<file path="config.mk">
export PLATFORM = sky130hd
export DESIGN_NAME = wcs_ctrl
export DESIGN_NICKNAME = d
export VERILOG_FILES = /design/src/rtl/wcs_pkg.sv /design/src/rtl/wcs_ctrl.sv
export SDC_FILE = /design/constraint.sdc
export NUM_CORES = 1
export LEC_CHECK = 0
export ABC_AREA = 1
export BUFFER_PORTS_ARGS = -buffer_cell sky130_fd_sc_hd__buf_2
export CAP_MARGIN = 20
export CORE_MARGIN = 2
export CORE_UTILIZATION = 54
export DETAILED_ROUTE_END_ITERATION = 6
export GPL_TIMING_DRIVEN = 0
export PLACE_DENSITY_LB_ADDON = 0.12
export SLEW_MARGIN = 20
export SYNTH_ARGS = -nofsm -noshare
export SYNTH_HDL_FRONTEND = slang
export SYNTH_SLANG_ARGS = --single-unit
</file>
<file path="constraint.sdc">
create_clock -name i_clk -period 4.7 [get_ports i_clk]
set_clock_uncertainty 0.1 [all_clocks]
set_input_delay 1.175 -clock i_clk [delete_from_list [all_inputs] [get_ports i_clk]]
set_output_delay 1.175 -clock i_clk [all_outputs]
set_load 0.01 [all_outputs]
</file>
<file path="src/rtl/wcs_pkg.sv">
// Shared constants, codes and control structs for the windowed counter statistics block.
// No dependencies; every other file of the block but wcs_ram imports this package.
package wcs_pkg;

    localparam int NUM_COUNTERS = 16;
    localparam int HIST_DEPTH   = 10;
    localparam int COUNT_W      = 32;
    localparam int NUM_STATS    = 7;

    localparam int CIDX_W  = (NUM_COUNTERS > 1) ? $clog2(NUM_COUNTERS) : 1;
    localparam int SLOT_W  = (HIST_DEPTH > 1) ? $clog2(HIST_DEPTH) : 1;
    localparam int FILL_W  = $clog2(HIST_DEPTH + 1);
    localparam int KIND_W  = 3;
    localparam int STEP_W  = $clog2(COUNT_W);
    localparam int CMD_W   = 3;
    localparam int MASK_W  = 16;
    localparam int BKT_W   = 16;
    localparam int WORD_W  = 32;
    localparam int PADDR_W = 3;

    localparam int RING_AW    = SLOT_W + CIDX_W;
    localparam int RING_DEPTH = HIST_DEPTH << CIDX_W;
    localparam int STAT_AW    = KIND_W + CIDX_W;
    localparam int STAT_DEPTH = NUM_STATS << CIDX_W;

    localparam logic [BKT_W-1:0] BUCKET_RESET = BKT_W'(1000);

    // command codes
    localparam logic [CMD_W-1:0] CMD_ADD  = 3'd0;
    localparam logic [CMD_W-1:0] CMD_SET  = 3'd1;
    localparam logic [CMD_W-1:0] CMD_MAX  = 3'd2;
    localparam logic [CMD_W-1:0] CMD_TICK = 3'd3;
    localparam logic [CMD_W-1:0] CMD_READ = 3'd4;

    // statistic kinds
    localparam logic [KIND_W-1:0] STAT_COUNT = 3'd0;
    localparam logic [KIND_W-1:0] STAT_SUM   = 3'd1;
    localparam logic [KIND_W-1:0] STAT_AVG   = 3'd2;
    localparam logic [KIND_W-1:0] STAT_DEV   = 3'd3;
    localparam logic [KIND_W-1:0] STAT_MIN   = 3'd4;
    localparam logic [KIND_W-1:0] STAT_MAX   = 3'd5;
    localparam logic [KIND_W-1:0] STAT_LAST  = 3'd6;
    localparam logic [KIND_W-1:0] STAT_NONE  = 3'd7;

    // register select (paddr bit 2)
    localparam logic REG_GAUGE_MASK = 1'b0;
    localparam logic REG_BUCKET_MS  = 1'b1;

    typedef struct packed {
        logic live_op;
        logic tick;
        logic rd_issue;
        logic out_load;
        logic copy_we;
        logic copy_done;
        logic c_clr;
        logic c_inc;
        logic smp_init;
        logic acc_clr;
        logic p1_acc;
        logic p2_acc;
        logic div_start;
        logic div_sel;
        logic avg_load;
        logic dev_load;
        logic k_clr;
        logic k_inc;
        logic stat_we;
        logic live_clr;
    } t_dp_cmd;

    typedef struct packed {
        logic close;
        logic c_last;
        logic i_last;
        logic k_last;
        logic div_done;
        logic out_busy;
    } t_dp_status;

endpackage

</file>
<file path="src/rtl/wcs_ctrl.sv">
// Controller state machine: command dispatch and the bucket-closing sequence.
// Depends on wcs_pkg.
module wcs_ctrl import wcs_pkg::*; (
    input  logic             i_clk,
    input  logic             i_rst_n,
    input  logic             i_valid,
    input  logic [CMD_W-1:0] i_cmd,
    output logic             o_ready,
    input  t_dp_status       i_st,
    output t_dp_cmd          o_dp
);

    typedef enum logic [13:0] {
        S_IDLE   = 14'h0001,
        S_READ   = 14'h0002,
        S_COPY   = 14'h0004,
        S_SETUP  = 14'h0008,
        S_P1_RD  = 14'h0010,
        S_P1_AC  = 14'h0020,
        S_AVG_GO = 14'h0040,
        S_DIV1   = 14'h0080,
        S_P2_RD  = 14'h0100,
        S_P2_AC  = 14'h0200,
        S_DEV_GO = 14'h0400,
        S_DIV2   = 14'h0800,
        S_WSTAT  = 14'h1000,
        S_CLEAR  = 14'h2000
    } t_state;

    t_state r_state, n_state;
    logic   accept;

    assign o_ready = (r_state == S_IDLE) && ((i_cmd != CMD_READ) || !i_st.out_busy);
    assign accept  = i_valid && o_ready;

    always_comb begin
        n_state = r_state;
        o_dp    = '0;
        unique case (r_state)
            S_IDLE: begin
                if (accept) begin
                    unique case (i_cmd)
                        CMD_ADD, CMD_SET, CMD_MAX: o_dp.live_op = 1'b1;
                        CMD_TICK: begin
                            o_dp.tick  = 1'b1;
                            o_dp.c_clr = 1'b1;
                            if (i_st.close) begin
                                n_state = S_COPY;
                            end
                        end
                        CMD_READ: begin
                            o_dp.rd_issue = 1'b1;
                            n_state       = S_READ;
                        end
                        default: ;
                    endcase
                end
            end
            S_READ: begin
                o_dp.out_load = 1'b1;
                n_state       = S_IDLE;
            end
            S_COPY: begin
                o_dp.copy_we = 1'b1;
                o_dp.c_inc   = 1'b1;
                if (i_st.c_last) begin
                    o_dp.copy_done = 1'b1;
                    o_dp.c_clr     = 1'b1;
                    n_state        = S_SETUP;
                end
            end
            S_SETUP: begin
                o_dp.smp_init = 1'b1;
                o_dp.acc_clr  = 1'b1;
                n_state       = S_P1_RD;
            end
            S_P1_RD: n_state = S_P1_AC;
            S_P1_AC: begin
                o_dp.p1_acc = 1'b1;
                n_state     = i_st.i_last ? S_AVG_GO : S_P1_RD;
            end
            S_AVG_GO: begin
                o_dp.div_start = 1'b1;
                n_state        = S_DIV1;
            end
            S_DIV1: begin
                if (i_st.div_done) begin
                    o_dp.avg_load = 1'b1;
                    o_dp.smp_init = 1'b1;
                    n_state       = S_P2_RD;
                end
            end
            S_P2_RD: n_state = S_P2_AC;
            S_P2_AC: begin
                o_dp.p2_acc = 1'b1;
                n_state     = i_st.i_last ? S_DEV_GO : S_P2_RD;
            end
            S_DEV_GO: begin
                o_dp.div_start = 1'b1;
                o_dp.div_sel   = 1'b1;
                n_state        = S_DIV2;
            end
            S_DIV2: begin
                if (i_st.div_done) begin
                    o_dp.dev_load = 1'b1;
                    o_dp.k_clr    = 1'b1;
                    n_state       = S_WSTAT;
                end
            end
            S_WSTAT: begin
                o_dp.stat_we = 1'b1;
                o_dp.k_inc   = 1'b1;
                if (i_st.k_last) begin
                    if (i_st.c_last) begin
                        n_state = S_CLEAR;
                    end else begin
                        o_dp.c_inc = 1'b1;
                        n_state    = S_SETUP;
                    end
                end
            end
            S_CLEAR: begin
                o_dp.live_clr = 1'b1;
                n_state       = S_IDLE;
            end
            default: n_state = S_IDLE;
        endcase
    end

    always_ff @(posedge i_clk) begin
        if (!i_rst_n) begin
            r_state <= S_IDLE;
        end else begin
            r_state <= n_state;
        end
    end

endmodule

</file>
Yosys cells after proc, flatten, opt, wreduce, memory -nomap -nowiden
Cells that the tools add are included.
- register bits after elaboration: 14
- input bits: 12
- output and inout bits: 21
- word-level logic and storage cells: 71
- eq/ne operators: 26
- muxes and demuxes: 36
- reduce and logical (&&, ||, !) cells: 8
- operator list (operator ; number):
    case mux 14 bit (12 select lines) ; 1
    two-way mux 14 bit ; 7
    case mux 14 bit (2 select lines) ; 1
    two-way mux 1 bit ; 15
    equality test 14 x 1 -> 1 bit (second input constant) ; 1
    equality test 14 x 10 -> 1 bit (second input constant) ; 1
    equality test 14 x 11 -> 1 bit (second input constant) ; 1
    equality test 14 x 12 -> 1 bit (second input constant) ; 1
    equality test 14 x 13 -> 1 bit (second input constant) ; 1
    equality test 14 bit (second input constant) ; 1
    equality test 14 x 2 -> 1 bit (second input constant) ; 1
    equality test 14 x 3 -> 1 bit (second input constant) ; 1
    equality test 14 x 4 -> 1 bit (second input constant) ; 1
    equality test 14 x 5 -> 1 bit (second input constant) ; 1
    equality test 14 x 6 -> 1 bit (second input constant) ; 1
    equality test 14 x 7 -> 1 bit (second input constant) ; 1
    equality test 14 x 8 -> 1 bit (second input constant) ; 1
    equality test 14 x 9 -> 1 bit (second input constant) ; 1
    two-way mux 11 bit ; 1
    two-way mux 2 bit ; 5
    inequality test 2 bit (second input constant) ; 5
    two-way mux 7 bit ; 1
    AND reduction 7 bit ; 1
    equality test 3 x 2 -> 1 bit (second input constant) ; 2
    12 further kinds ; 17

Longest topological paths before layout
Gate-level depths: netlist (run 1).
- depth after elaboration: 6
- depth in mapped cells: 11

Worst setup path after synthesis (run 1)
OpenSTA, ideal clock, no wires.
- path type: input port to output port
- start: input i_cmd[2]
- end: output o_dp[19] in the netlist's numbering
- arrival: 1.980 ns
- data required time: 3.425 ns
- slack: 1.445 ns
- stages on the path: 5
- cell sequence: inv_1 > nor3_2 > a21oi_1 > nand3_1 > a21oi_1
- RTL lines (item ; line ; RTL):
    start, declared ; wcs_ctrl.sv:7 ; input logic [CMD_W-1:0] i_cmd,
    end, declared ; wcs_ctrl.sv:10 ; output t_dp_cmd o_dp

==> metrics.md, run 1 <==
| Metric | Value |
|---|---|
| DRT iter0 DRCs | 20 |
| Main area contributors after synthesis | dfxtp_1 (26%), nand2_1 (12%), inv_1 (10%), nor2_1 (9.1%), nand3_1 (7.0%) |
| Initial antenna violation count | 0 |
| Netlist cell types | 25 |
| Final HPWL DP | 2040 um |
| Mapped Nets | 185 |
| Register area share after synthesis | 26.3% |
| Hold Slack | 0.429 ns |
| Routed len/inst | 11.0 um |
| Dpl cell area | 0.00126 mm^2 |
| Slew headroom | 66.1% |
| Worst slew pin tran | 0.508 ns |
| Total Routing Usage GR | 23.8% |
| RSZ-0062 raised after global routing | no |
| Worst path required time | 3.42 ns |
| Slew Limit Fails | 0 |
| Worst-Skew Late Latency | 0.28 ns |
| Via count | 1,147 |
| Status | completed |
| ANT cells | 0 |
| Leak | 0.756 nW |
| Final wirelength | 2580 um |
| Max Freq | 296 MHz |
| TritonCTS clock tree | yes |
| Area of the die | 0.00235 mm^2 |
| Commonest cells post-synth | nand2_1 (34), inv_1 (29), nor2_1 (26) |
| Pwr/cell area | 427 mW/mm^2 |
| Vias per cell | 4.88 |
| Row cnt | 16 |
| Die X | 48.5 um |
| Longest Clk Path Bufs | 2 |
| Count leader, synth | nand2_1 |
| Max-cap violations | 0 |
| HP Start | r_state[0] |
| Synth async-reset ratio | 0% |
| DR pass1 iterations | 4 |
| DRC | 0 |
| Peak supply drop | 281 uV |
| Design Area, Final | 0.00128 mm^2 |
| Post-cts sizing count | 0 |
| Reg with most FFs | r_state |
| CP Capture Type | output pin |
| Fill count | 193 |
| Postcts setup bufs | 0 |
| Nets | 222 |
| Global-route wire length before repair | 4450 um |
| Setup crit start | i_cmd[1] |
| Top-level I/O count | 33 |
| Worst hold path type | flip-flop to flip-flop |
| Largest registers | r_state x14 |
| Post-synth EDFFs | 0 |
| Layout cell share with drive strength beyond 1 | 29.8% |
| Largest net degree at the start of global routing | 11 |
| CP startpoint kind | input port |
| Max reg flops | 14 |
| H-tree depth | 1 |
| Total congestion overflow | 0 |
| Crit path arrival time | 2.10 ns |
| Critical path class | input port to output pin |
| Final setup violation count | 0 |
| # clock sinks | 14 |
| Syn Inst Count | 173 |
| Final worst path period share | 71.8% |
| Critical Path Fanout Max | 5 |
| FF/Latch Area | 280 um^2 |
| Area Overhead vs Synth | 20.3% |
| Synthesized area | 0.00107 mm^2 |
| RD Place Congestion | 0.914 |
| Multi-input combinational cell area | 656 um^2 |
| CTS hold repair buffers | 0 |
| Top_reg_cell synth | dfxtp_1 |
| CORE AREA | 0.00190 mm^2 |
| YS warnings | 0 |
| Top-area cell type share of the netlist area | 26.3% |
| Avg Cell Area, Syn | 6.17 um^2 |
| Final Hold Vio Count | 0 |
| CTS root buffer | clkbuf_4 |
| Setup TNS | 0 ns |
| Fin crit period | 3.37 ns |
| Leading area contributor after synthesis | dfxtp_1 |
| Die Ht | 48.5 um |
| IO Port Bufs | 32 |
| Number of routed nets with antenna violations | 0 |
| RR Startpoint | r_state[10] |
| Vias in the first global route | 1,058 |
| Clock buffer count from CTS | 3 |
| CTS clk-pin slew, worst paths | 0.09 ns |
| Starting Density | 56.1% |
| Yosys reg bits | 14 |
## metrics by stage
stage	cells	total power [mW]	worst slack, ns	util, %
3_5_place_dp	232	0.481	1.30	66.3
6_report	235	0.549	1.33	67.5
4_1_cts	235	0.551	1.30	67.5
2_1_floorplan	173	0.406	1.44	-
5_1_grt	235	0.606	1.19	67.5
3_3_place_gp	232	0.474	1.34	66.3
## critical path, stage by stage
cell and delay [ns]:
buf_2 0.11, nor3_2 0.31, a21oi_1 0.15, nand3_1 0.13, o22ai_1 0.08, buf_2 0.14
## path summary, 6_finish.rpt
| check | endpoint | slack [ns] | cells after the start |
|---|---|---|---|
| min reg2reg | r_state[0] | 0.43 | 2 |
| max | o_dp[13] | 1.33 | 6 |
| max reg2reg | r_state[10] | 2.93 | 8 |
| min | r_state[0] | 0.43 | 2 |
## metal layers
| layer | part of all wire, % | track usage (%) | up-vias |
|---|---|---|---|
| met5 | 0 | 0 | - |
| met2 | 47 | 40.3 | 31 |
| met3 | 5.0 | 3.70 | 5 |
| met4 | 1.0 | 8.10 | 0 |
| met1 | 47 | 31.1 | 497 |
| li1 | - | - | 614 |
## placed cells by master (no fill, tap or decap), types with 2 or more instances in the layout
cell type,Yosys,routed
a21oi_1,4,4
and3_1,2,2
buf_2,0,32
buf_4,2,2
clkbuf_4,0,3
dfxtp_1,14,14
inv_1,29,29
nand2_1,34,34
nand2_2,6,6
nand2_4,2,2
nand3_1,15,15
nand4_1,3,3
nor2_1,26,26
nor2_2,8,8
nor2_4,3,3
nor3_1,6,6
o21ai_0,9,9
## cell families after synthesis
group           count (synthesis)  synth area share [%]
compound gates                 15                  8.68
buf+inv                        33                  12.3
flops                          14                  26.3
simple gates                  111                  52.8
## cell type report
class	count	share of cell area (%)
Clock buffer	3	1.75
Buffer	3	1.46
Timing Repair Buffer	32	12.5
Multi-Input combinational cell	126	51.1
Inverter	30	8.77
Tap cell	27	2.63
Sequential cell	14	21.8
## where the power goes
part / internal, mW / leakage (nW) / switching (mW)
Sequential: 0.137 / 0.114 / 0.0137
Clock: 0.0297 / 0.0138 / 0.0399
Combinational: 0.106 / 0.628 / 0.222
No activity file was read; power rests on OpenSTA's default activity.
==> inputs of run 2 (changes only) <==
--- a/config.mk
+++ b/config.mk
@@ -9,7 +9,7 @@
 export BUFFER_PORTS_ARGS = -buffer_cell sky130_fd_sc_hd__buf_2
 export CAP_MARGIN = 20
 export CORE_MARGIN = 2
-export CORE_UTILIZATION = 54
+export CORE_UTILIZATION = 45
 export DETAILED_ROUTE_END_ITERATION = 6
 export GPL_TIMING_DRIVEN = 0
 export PLACE_DENSITY_LB_ADDON = 0.12
==> constraint.sdc (replaced) <==
create_clock -name i_clk -period 2.7 [get_ports i_clk]
set_clock_uncertainty 0.1 [all_clocks]
set_input_delay 0.675 -clock i_clk [delete_from_list [all_inputs] [get_ports i_clk]]
set_output_delay 0.675 -clock i_clk [all_outputs]
set_load 0.01 [all_outputs]
==> run 2 against run 1 <==
  * Die area increased by 18%
  * Core utilization decreased by 7.8 points
  * Total power increased by 86%
  * Count of clock-buffer cells in the layout rose by 1
  * Via count up 4.5%
  * Global-route usage fell by 1.9 points
  * Combinational power up 84%
  * Critical path depth grew 2
  * Routed wire length is 4.1% higher
  * Flip-flop and latch count unchanged
  * Hold slack got worse by 0.0098 ns
  * First-iteration DRC count down 5.0%
  * Critical endpoint is now o_dp[19]
  * Highest routed layer unchanged
==> metrics.md, run 2 (synthesis results as in run 1) <==
| Metric | Value |
|---|---|
| Worst-Skew Late Latency | 0.29 ns |
| Vias in the first global route | 1,051 |
| DRT iter0 DRCs | 19 |
| Starting Density | 47.8% |
| Final setup violation count | 0 |
| Worst hold path type | flip-flop to flip-flop |
| Pwr/cell area | 766 mW/mm^2 |
| CORE AREA | 0.00223 mm^2 |
| Routed len/inst | 11.2 um |
| RSZ-0062 raised after global routing | no |
| Total Routing Usage GR | 21.9% |
| Status | completed |
| Area of the die | 0.00278 mm^2 |
| Final wirelength | 2680 um |
| Slew Limit Fails | 0 |
| Largest registers | r_state x14 |
| Top-level I/O count | 33 |
| Leak | 0.776 nW |
| DRC | 0 |
| Initial antenna violation count | 0 |
| Fin crit period | 2.54 ns |
| Nets | 224 |
| Final HPWL DP | 2100 um |
| Max-cap violations | 0 |
| Commonest non-fill, non-tap cell in the layout | nand2_1 |
| CTS hold repair buffers | 0 |
| Clock buffer count from CTS | 3 |
| CP Capture Type | output pin |
| Peak supply drop | 437 uV |
| # clock sinks | 14 |
| Overall Power | 1.02 mW |
| Critical path class | flip-flop to output pin |
| Total congestion overflow | 0 |
| Hold Slack | 0.419 ns |
| Via count | 1,199 |
| IO Port Bufs | 32 |
| Row cnt | 17 |
| Critical Path Fanout Max | 7 |
| Max reg flops | 14 |
| Fill count | 238 |
| CTS root buffer | clkbuf_4 |
| Setup TNS | 0 ns |
| CP startpoint kind | flip-flop |
| Worst path required time | 1.92 ns |
| Slew headroom | 64.8% |
| CTS clk-pin slew, worst paths | 0.10 ns |
| Global-route wire length before repair | 4510 um |
| Worst slew pin tran | 0.528 ns |
| Most frequent cells in the layout | nand2_1 (34), buf_2 (32), inv_1 (29) |
| Final Hold Vio Count | 0 |
| Vias per cell | 5.02 |
| RD Place Congestion | 0.881 |
| Longest Clk Path Bufs | 2 |
| Final worst path period share | 94.1% |
| TritonCTS clock tree | yes |
| Crit path arrival time | 1.77 ns |
| Layout cell share with drive strength beyond 1 | 31.3% |
| Die Ht | 52.7 um |
| Max Freq | 393 MHz |
| DR pass1 iterations | 4 |
| Number of routed nets with antenna violations | 0 |
| ANT cells | 0 |
| Area Overhead vs Synth | 24.9% |
| Reg with most FFs | r_state |
| Die X | 52.7 um |
| Core Util, Final | 59.7% |
| Largest net degree at the start of global routing | 11 |
| H-tree depth | 1 |
-- run 2: final cells by class --
| cell class | instances | area, um^2 | area share (%) |
|---|---|---|---|
| buffer | 3 | 18.8 | 1.41 |
| clock buffer | 4 | 36.3 | 2.72 |
| multi-input combinational | 126 | 672 | 50.4 |
| sequential | 14 | 280 | 21.0 |
| tap | 28 | 35.0 | 2.63 |
| inverter | 30 | 115 | 8.64 |
| timing repair buffer | 34 | 175 | 13.1 |
-- run 2: power by group --
group | internal (mW) | leakage (nW) | switching [mW]
Sequential | 0.238 | 0.114 | 0.0232
Combinational | 0.200 | 0.641 | 0.403
Clock | 0.0821 | 0.0210 | 0.0744
Total | 0.520 | 0.776 | 0.501
-- run 2: final timing paths --
| check | from | to | slack (ns) | cells past startpoint |
|---|---|---|---|---|
| max | r_state[12] | o_dp[19] | 0.16 | 8 |
| min | r_state[0] | r_state[0] | 0.42 | 2 |
| max reg2reg | r_state[3] | r_state[10] | 0.81 | 11 |
| min reg2reg | r_state[0] | r_state[0] | 0.42 | 2 |
-- run 2: through the flow --
step	std cells	setup WS (ns)	cell area (um^2)
CTS	237	0.0121	1300
floorplan	173	0.445	1070
global route	239	0.0124	1330
detailed placement	233	0.290	1260
finish	239	0.158	1330
global placement	233	0.344	1260
-- run 2: per-layer routing --
| layer | track usage [%] | vias up | wire length [um] | part of all wire [%] |
|---|---|---|---|---|
| li1 | - | 623 | - | - |
| met1 | 27.8 | 518 | 1210 | 45 |
| met2 | 38.3 | 54 | 1250 | 47 |
| met3 | 3.43 | 4 | 203 | 7.6 |
| met4 | 5.13 | 0 | 14 | 0.52 |
| met5 | 0 | - | 0 | 0 |
-- run 2: worst max-delay path: stages, from the launching register on --
cell	delay [ns]
dfxtp_1	0.34
nor2_2	0.21
nand3_4	0.13
inv_4	0.13
nand2_4	0.09
a21oi_2	0.15
nand3_1	0.14
a21oi_1	0.15
buf_2	0.15
-- run 2: timing repair --
item,CTS,global route
setup buffers,0,2
gates resized for setup,0,4
endpoints found under the setup margin,0,4
==> inputs of run 3 (changes only) <==
--- a/config.mk
+++ b/config.mk
@@ -8,6 +8,7 @@
 export ABC_AREA = 1
 export BUFFER_PORTS_ARGS = -buffer_cell sky130_fd_sc_hd__buf_2
 export CAP_MARGIN = 20
+export CORE_ASPECT_RATIO = 0.9
 export CORE_MARGIN = 2
 export CORE_UTILIZATION = 45
 export DETAILED_ROUTE_END_ITERATION = 6
==> run 3 against run 2 <==
  * Register-to-register slack gained 0.06 ns
  * Cell area barely moved
  * Routed wire length rose by 11%
  * Cell count down 1.3%
  * Critical path depth is the same
  * First-iteration DRC count up 16%
  * Non-clock buffer count down 2
  * Die area about the same
  * Clock power rose by 4%
  * Global-route usage grew 0.27 points
==> metrics.md, run 3 (synthesis results as in run 1) <==
| Metric | Value |
|---|---|
| Status | completed |
| DR pass1 iterations | 4 |
| Worst hold path type | flip-flop to flip-flop |
| Final wirelength | 2970 um |
| Grt met2 use | 36.7% |
| Worst slew pin tran | 0.542 ns |
| CP Capture Type | output pin |
| Layout cell share with drive strength beyond 1 | 30.6% |
| IO Port Bufs | 32 |
| CTS hold repair buffers | 0 |
| Top-level I/O count | 33 |
| Worst path required time | 1.92 ns |
| Max Freq | 394 MHz |
| Met3 usage in global routing | 6.19% |
| Gr busiest metal | met2 |
| Commonest non-fill, non-tap cell in the layout | nand2_1 |
| Routed len/inst | 12.6 um |
| Area Overhead vs Synth | 24.7% |
| Via count | 1,204 |
| Final worst path period share | 94.0% |
| WHS Endpoint | r_state[0] |
| DRC | 0 |
| CTS clk-pin slew, worst paths | 0.10 ns |
| Worst r2r dst | r_state[6] |
| Slew Limit Fails | 0 |
| Row cnt | 16 |
| Nets | 222 |
| Total congestion overflow | 0 |
| Leak | 0.772 nW |
| Setup TNS | 0 ns |
| Final setup violation count | 0 |
| Vias in the first global route | 1,088 |
| Max reg flops | 14 |
| Postcts setup bufs | 0 |
| Critical path class | flip-flop to output pin |
| CTS root buffer | clkbuf_4 |
| Crit path arrival time | 1.76 ns |
| Reg2Reg Depth | 10 |
| Dpl cell area | 0.00126 mm^2 |
| Setup ws final | 0.163 ns |
| Overall Power | 1.04 mW |
| Initial antenna violation count | 0 |
| Clock buffer count from CTS | 3 |
| Largest net degree at the start of global routing | 11 |
| Starting Density | 48.5% |
| # clock sinks | 14 |
| CORE AREA | 0.00220 mm^2 |
| DRT iter0 DRCs | 22 |
| Flop2flop setup slack | 0.87 ns |
| Final HPWL DP | 2330 um |
| RD Place Congestion | 0.901 |
| Most frequent cells in the layout | nand2_1 (34), buf_2 (32), inv_1 (29) |
| Number of routed nets with antenna violations | 0 |
| Longest Clk Path Bufs | 2 |
| Post-cts sizing count | 0 |
| H-tree depth | 1 |
| Fin crit period | 2.54 ns |
| Global-route wire length before repair | 4790 um |
| Slew headroom | 63.9% |
| Reg with most FFs | r_state |
| GR met1 Demand/Resource | 27.4% |
| Peak supply drop | 514 uV |
| HP Start | r_state[0] |
| Total Routing Usage GR | 22.2% |
| TritonCTS clock tree | yes |
| Area of the die | 0.00278 mm^2 |
| CP startpoint kind | flip-flop |
| Worst-Skew Late Latency | 0.29 ns |
| Placement Setup Slack | 0.294 ns |
| Die X | 55.3 um |
| Largest registers | r_state x14 |
| Final Hold Vio Count | 0 |
| RR Startpoint | r_state[0] |
| Max-cap violations | 0 |
| Worst Hold Path Cells | 2 |
| Die Ht | 50.2 um |
| Pwr/cell area | 782 mW/mm^2 |
| Vias per cell | 5.10 |
| Critical Path Fanout Max | 7 |
| Design Area, Final | 0.00133 mm^2 |
| ANT cells | 0 |
## run 3: changes by cell type in the layout (fill, tap and decap cells not counted)
| cell | delta |
|---|---|
| nor2_2 | -3 |
| buf_4 | -2 |
| nor2_4 | +3 |
## run 3: metal layers
layer,part of all wire (%),vias to the layer above,wire length (um)
met5,0,-,0
met4,1.4,0,43
met3,4.5,6,134
met2,49,31,1460
met1,45,546,1330
li1,-,621,-
## run 3: layout make-up
class	count	area, um^2
Multi-Input combinational cell	126	687
Sequential cell	14	280
Tap cell	27	33.8
Timing Repair Buffer	32	160
Inverter	30	115
Clock buffer	4	36.3
Fill cell	233	871
Buffer	3	18.8
## run 3: stage by stage
step	hold WS, ns	utilization [%]	instances
2_1_floorplan	0.379	-	173
3_3_place_gp	0.408	57.3	232
3_5_place_dp	0.412	57.3	232
4_1_cts	0.427	58.9	236
5_1_grt	0.448	60.5	236
6_report	0.426	60.5	236
## run 3: worst max-delay path by stage
stage | slack (ns) | from | to | cells past startpoint
2_1_floorplan | 0.44 | i_cmd[2] | o_dp[19] | 5
4_1_cts | 0.05 | r_state[10] | o_dp[19] | 8
3_3_place_gp | 0.34 | i_cmd[1] | o_dp[13] | 6
5_1_grt | -0.005 | r_state[8] | o_dp[19] | 8
3_5_place_dp | 0.29 | i_cmd[1] | o_dp[13] | 6
6_report | 0.16 | r_state[0] | o_dp[12] | 8
## run 3: where the power goes
| part | switching [mW] | total [mW] | internal [mW] |
|---|---|---|---|
| Combinational | 0.411 | 0.609 | 0.198 |
| Clock | 0.0805 | 0.163 | 0.0822 |
| Sequential | 0.0308 | 0.269 | 0.238 |
| Total | 0.522 | 1.04 | 0.519 |
## run 3: worst max-delay path: stages, from the launching register on
cell	delay (ns)
dfxtp_1	0.35
nor2_2	0.18
nand2_2	0.16
nor2_4	0.19
nand2_1	0.10
inv_1	0.12
nand2_1	0.07
o21ai_0	0.14
buf_2	0.16
